===== config.mk =====
export PLATFORM = sky130hd
export DESIGN_NAME = chs_cross
export DESIGN_NICKNAME = d
export VERILOG_FILES = /design/src/rtl/core/chs_pkg.sv /design/src/rtl/core/chs_cross.sv
export SDC_FILE = /design/constraint.sdc
export NUM_CORES = 2
export LEC_CHECK = 0
export ABC_CLOCK_PERIOD_IN_PS = 9700
export BUFFER_PORTS_ARGS = -buffer_cell sky130_fd_sc_hd__clkbuf_2
export CAP_MARGIN = 15
export CELL_PAD_IN_SITES_DETAIL_PLACEMENT = 1
export CELL_PAD_IN_SITES_GLOBAL_PLACEMENT = 2
export CORE_UTILIZATION = 45
export DETAILED_ROUTE_END_ITERATION = 7
export PLACE_DENSITY = 0.9
export SETUP_SLACK_MARGIN = 0.05
export SLEW_MARGIN = 15
export SYNTH_ARGS = -nofsm -noshare
export SYNTH_HDL_FRONTEND = slang
export SYNTH_SLANG_ARGS = --single-unit
export TNS_END_PERCENT = 30

===== constraint.sdc =====
create_clock -name i_clk -period 9.7 [get_ports i_clk]
set_clock_uncertainty 0.2 [all_clocks]
set_input_delay 0.485 -clock i_clk [delete_from_list [all_inputs] [get_ports i_clk]]
set_output_delay 0.485 -clock i_clk [all_outputs]
set_load 0.05 [all_outputs]

===== src/rtl/core/chs_pkg.sv =====
// ----------------------------------------------------------------------------
// chs_pkg
// Shared types and constants of the convex hull scan block.
// ----------------------------------------------------------------------------
`default_nettype none

package chs_pkg;

    localparam int MAX_POINTS = 64;
    localparam int COORD_BITS = 16;
    localparam int ADDR_BITS  = $clog2(MAX_POINTS);
    localparam int CNT_BITS   = ADDR_BITS + 1;
    localparam int DIFF_BITS  = COORD_BITS + 1;
    localparam int PROD_BITS  = 2 * DIFF_BITS;

    typedef struct packed {
        logic signed [COORD_BITS-1:0] x;
        logic signed [COORD_BITS-1:0] y;
    } t_point;

    typedef struct packed {
        logic signed [COORD_BITS-1:0] point_x;
        logic signed [COORD_BITS-1:0] point_y;
        logic                         last_point;
    } t_in;

    typedef struct packed {
        logic signed [COORD_BITS-1:0] hull_x;
        logic signed [COORD_BITS-1:0] hull_y;
        logic                         hull_last;
    } t_out;

    // sign of (u - o) x (v - o)
    typedef struct packed {
        logic done;
        logic neg;
        logic zero;
    } t_xres;

endpackage

`default_nettype wire


===== src/rtl/core/chs_cross.sv =====
// ----------------------------------------------------------------------------
// chs_cross
// Three-stage cross product sign unit: (u.x-o.x)*(v.y-o.y) - (u.y-o.y)*(v.x-o.x).
// ----------------------------------------------------------------------------
`default_nettype none

module chs_cross
    import chs_pkg::*;
(
    input  wire logic   i_clk,
    input  wire logic   i_rst_n,
    input  wire logic   i_go,
    input  wire t_point i_o,
    input  wire t_point i_u,
    input  wire t_point i_v,
    output t_xres       o_res
);

    logic                        r_v1, r_v2, r_v3;
    logic signed [DIFF_BITS-1:0] r_ux, r_uy, r_vx, r_vy;
    logic signed [PROD_BITS-1:0] r_p1, r_p2;
    logic signed [PROD_BITS:0]   w_diff;
    logic                        r_neg, r_zero;

    assign w_diff = {r_p1[PROD_BITS-1], r_p1} - {r_p2[PROD_BITS-1], r_p2};

    always_ff @(posedge i_clk) begin
        if (!i_rst_n) begin
            r_v1 <= 1'b0;
            r_v2 <= 1'b0;
            r_v3 <= 1'b0;
        end else begin
            r_v1 <= i_go;
            r_v2 <= r_v1;
            r_v3 <= r_v2;
        end
    end

    always_ff @(posedge i_clk) begin
        r_ux   <= DIFF_BITS'(i_u.x) - DIFF_BITS'(i_o.x);
        r_uy   <= DIFF_BITS'(i_u.y) - DIFF_BITS'(i_o.y);
        r_vx   <= DIFF_BITS'(i_v.x) - DIFF_BITS'(i_o.x);
        r_vy   <= DIFF_BITS'(i_v.y) - DIFF_BITS'(i_o.y);
        r_p1   <= r_ux * r_vy;
        r_p2   <= r_uy * r_vx;
        r_neg  <= w_diff[PROD_BITS];
        r_zero <= (w_diff == '0);
    end

    assign o_res = '{done: r_v3, neg: r_neg, zero: r_zero};

endmodule

`default_nettype wire


==> results.ini <==
[run_status]
status=finished, final reports clean

[global_routing]
grt_pass1_wl_mm=137.9
grt_start_max_net_pins=19
grt_pass1_vias=25828
overflow=0
grt_usage_pct=26.70
grt_antenna_before_repair=3

[min_path]
hp-class=in2reg

[synthesis]
syn-cell-area_um2=29360
synth.area.mux_share_pct=0.1066
yosysSeqAreaShare_pct=9.616
ys.flop_type=dfxtp_1
synth_top_family_by_area=adder cells
ys_ff_latch=141
synth-simple-area-share_pct=15.67
synth_fa_ha_area_share_pct=52.14
async_flop_share_pct=0
synth_top_area_share_pct=40.71
synth_top_cell_by_area=fa_1
synth_cell_types=77
postSynthCellCount=3214
synth-compound-area-share_pct=8.640
yosys_warnings=0
synth_xor_area_share_pct=3.670
synth_area_leaders=fa_1, ha_1, dfxtp_1
synth.avg_cell_area_um2=9.134
synth-edff-count=0
syn_nets=4178

[final_layout]
drive_above_1_share_pct=5.179
areaGrowthSynthToFinish_pct=6.398
antennaDiodeCount=0
fill_cells=7540
layout.nets=4214

[sta]
worst_slew_pin_slew_ns=1.089
fmax_mhz=143.1
setup_viol=0
maxSlewViolCount=0
final_hold_viol_count=0
rsz0062_at_grt=false
finalSetupTns_ns=0
relSlewSlack_pct=26.64
period_share_pct=72.05
fin_crit_ns=6.989

[clocking]
clkLatencyLatePin_ns=0.46
cts-root-buf=clkbuf_16
clockBufferDepth=2
ctsHoldBuffers=0
clk_transition_reported_paths_ns=0.08
htree_levels=4
cts_resized=0
cts_buffers=17
cts_sinks=141
cts_tree=yes
postCtsSetupRepairBufs=0

[detailed_routing]
vias_per_cell=5.351
wirelength_mm=83.00
drc=0
antenna_left=0
routedWlPerCell_um=20.16
vias=22037
drtIter0Drc=1108
dr.pass1.iters=7

[setup_path]
path_common_cell=fa_1
worstPathArrival_ns=7.18
endpoint_kind=flop
worstPathCellList=nand2_1 > inv_1 > fa_1 > fa_1 > fa_1 > fa_1 > fa_1 > inv_1 > fa_1 > inv_1 > ha_1 > a21oi_1 > and3_1 > nor2_1 > a21oi_1 > o211ai_1 > a21oi_1 > o21ai_0 > a21oi_1 > xnor2_1
cp.required_ns=9.89
crit_buf_inv=3
slowest_stage=fa_1
start_kind=flop
critical-path-max-stage-delay_ns=0.93
crit_family=adder cells
path_max_fanout=17
criticalPathCategory=reg2reg

[floorplan]
die_y_um=257.4
row_count=93
core-area_um2=64460
dieWidth_um=257.4
io_pins=102
die-area_um2=66260
initial_core_util_pct=45.54

[place]
gp_congestion=0.9485
io_buffers=101
dp_hpwl_mm=70.93

[flow_run]
drv_cap=0

-- path summary, 6_finish.rpt --
path / start / end / slack (ns) / cells after the start
max: r_vx[2]$_DFF_P_ / r_p2[33]$_DFF_P_ / 2.71 / 20
min reg2reg: r_v2$_SDFF_PN0_ / r_v3$_SDFF_PN0_ / 0.25 / 1
min: i_go / r_v1$_SDFF_PN0_ / 0.03 / 2
max reg2reg: r_vx[2]$_DFF_P_ / r_p2[33]$_DFF_P_ / 2.71 / 20
-- cells by family after synthesis --
kind of cell	after synthesis
xor+xnor	123
fa+ha+maj	865
buf+inv	789
simple gates	916
mux	3
flops	141
compound gates	377
-- layer usage --
metal  up-vias  wire (um)  part of all wire (%)  GRT usage [%]
li1       9933          -                     -              -
met1     11460      33640                    41          32.63
met2       507      43180                    52          48.52
met3       133       3425                   4.1          3.448
met4         4       2732                   3.3          8.399
met5         -         27                 0.033              0
-- Yosys cell counts (all sizes together) (4+ instances only) --
cell type / count
o2111ai: 5
a211oi: 16
nor2b: 27
o31a: 5
buf: 6
inv: 698
o21a: 16
nand3b: 4
or2: 4
a41o: 6
nand2b: 31
dfxtp: 141
a21boi: 11
fa: 597
o22ai: 8
o211a: 4
o21bai: 12
nor3: 23
nor4: 6
a31o: 10
nand4: 16
a31oi: 8
o41a: 4
and3: 19
a21o: 38
o211ai: 9
xor2: 23
nand2: 316
nor2: 123
nand3: 27
a21oi: 117
ha: 268
o21ai: 70
a2111oi: 8
xnor2: 100
and2: 301
clkbuf: 85
or3: 7
-- through the flow --
step           instance area [um^2]  std cells  setup slack [ns]  hold slack, ns  util, %
5_1_grt                       31230       4118             2.350         0.03472    48.45
6_report                      31230       4118             2.711         0.03474    48.45
4_1_cts                       31230       4118             2.699        0.004480    48.45
3_3_place_gp                  30620       4086             2.887          0.2218    47.50
3_5_place_dp                  30620       4086             2.731          0.2370    47.50
2_1_floorplan                 29360       3214             3.191          0.2118        -
-- registers in the layout, indices dropped and copies added (netlist names) --
register,cells
r_vx,17
r_p1,34
r_zero,1
r_v3,1
r_vy,17
r_v2,1
r_neg,1
r_uy,17
r_ux,17
r_v1,1
r_p2,34
-- final cells by class --
class / instances / area, um^2 / share of cell area [%]
clock buffers: 17 / 425.4 / 1.362
clock inverters: 15 / 187.7 / 0.6009
inverters: 698 / 2620 / 8.388
multi-input cells: 2284 / 23550 / 75.40
flip-flops and latches: 141 / 2823 / 9.037
well taps: 855 / 1070 / 3.425
repair buffers: 108 / 558.0 / 1.787
-- worst reg2reg max path, stage by stage, from the launching register on --
cell and delay (ns):
dfxtp_1 0.79, nand2_1 0.23, inv_1 0.17, fa_1 0.56, fa_1 0.93, fa_1 0.54, fa_1 0.50, fa_1 0.49
inv_1 0.05, fa_1 0.48, inv_1 0.04, ha_1 0.35, a21oi_1 0.31, and3_1 0.24, nor2_1 0.07, a21oi_1 0.13
o211ai_1 0.11, a21oi_1 0.29, o21ai_0 0.12, a21oi_1 0.19, xnor2_1 0.13
-- placed cells by master, fill, tap and decap left out, drive strengths merged, types with 100 or more instances in the layout --
master  Yosys  layout
clkbuf     85     118
a21oi     117     117
fa        597     597
and2      301     301
nor2      123     123
xnor2     100     100
nand2     316     316
ha        268     268
inv       698     705
dfxtp     141     141
Power is not shown: default switching activity piles up to over one toggle a cycle in this logic, so the estimate is an artifact.
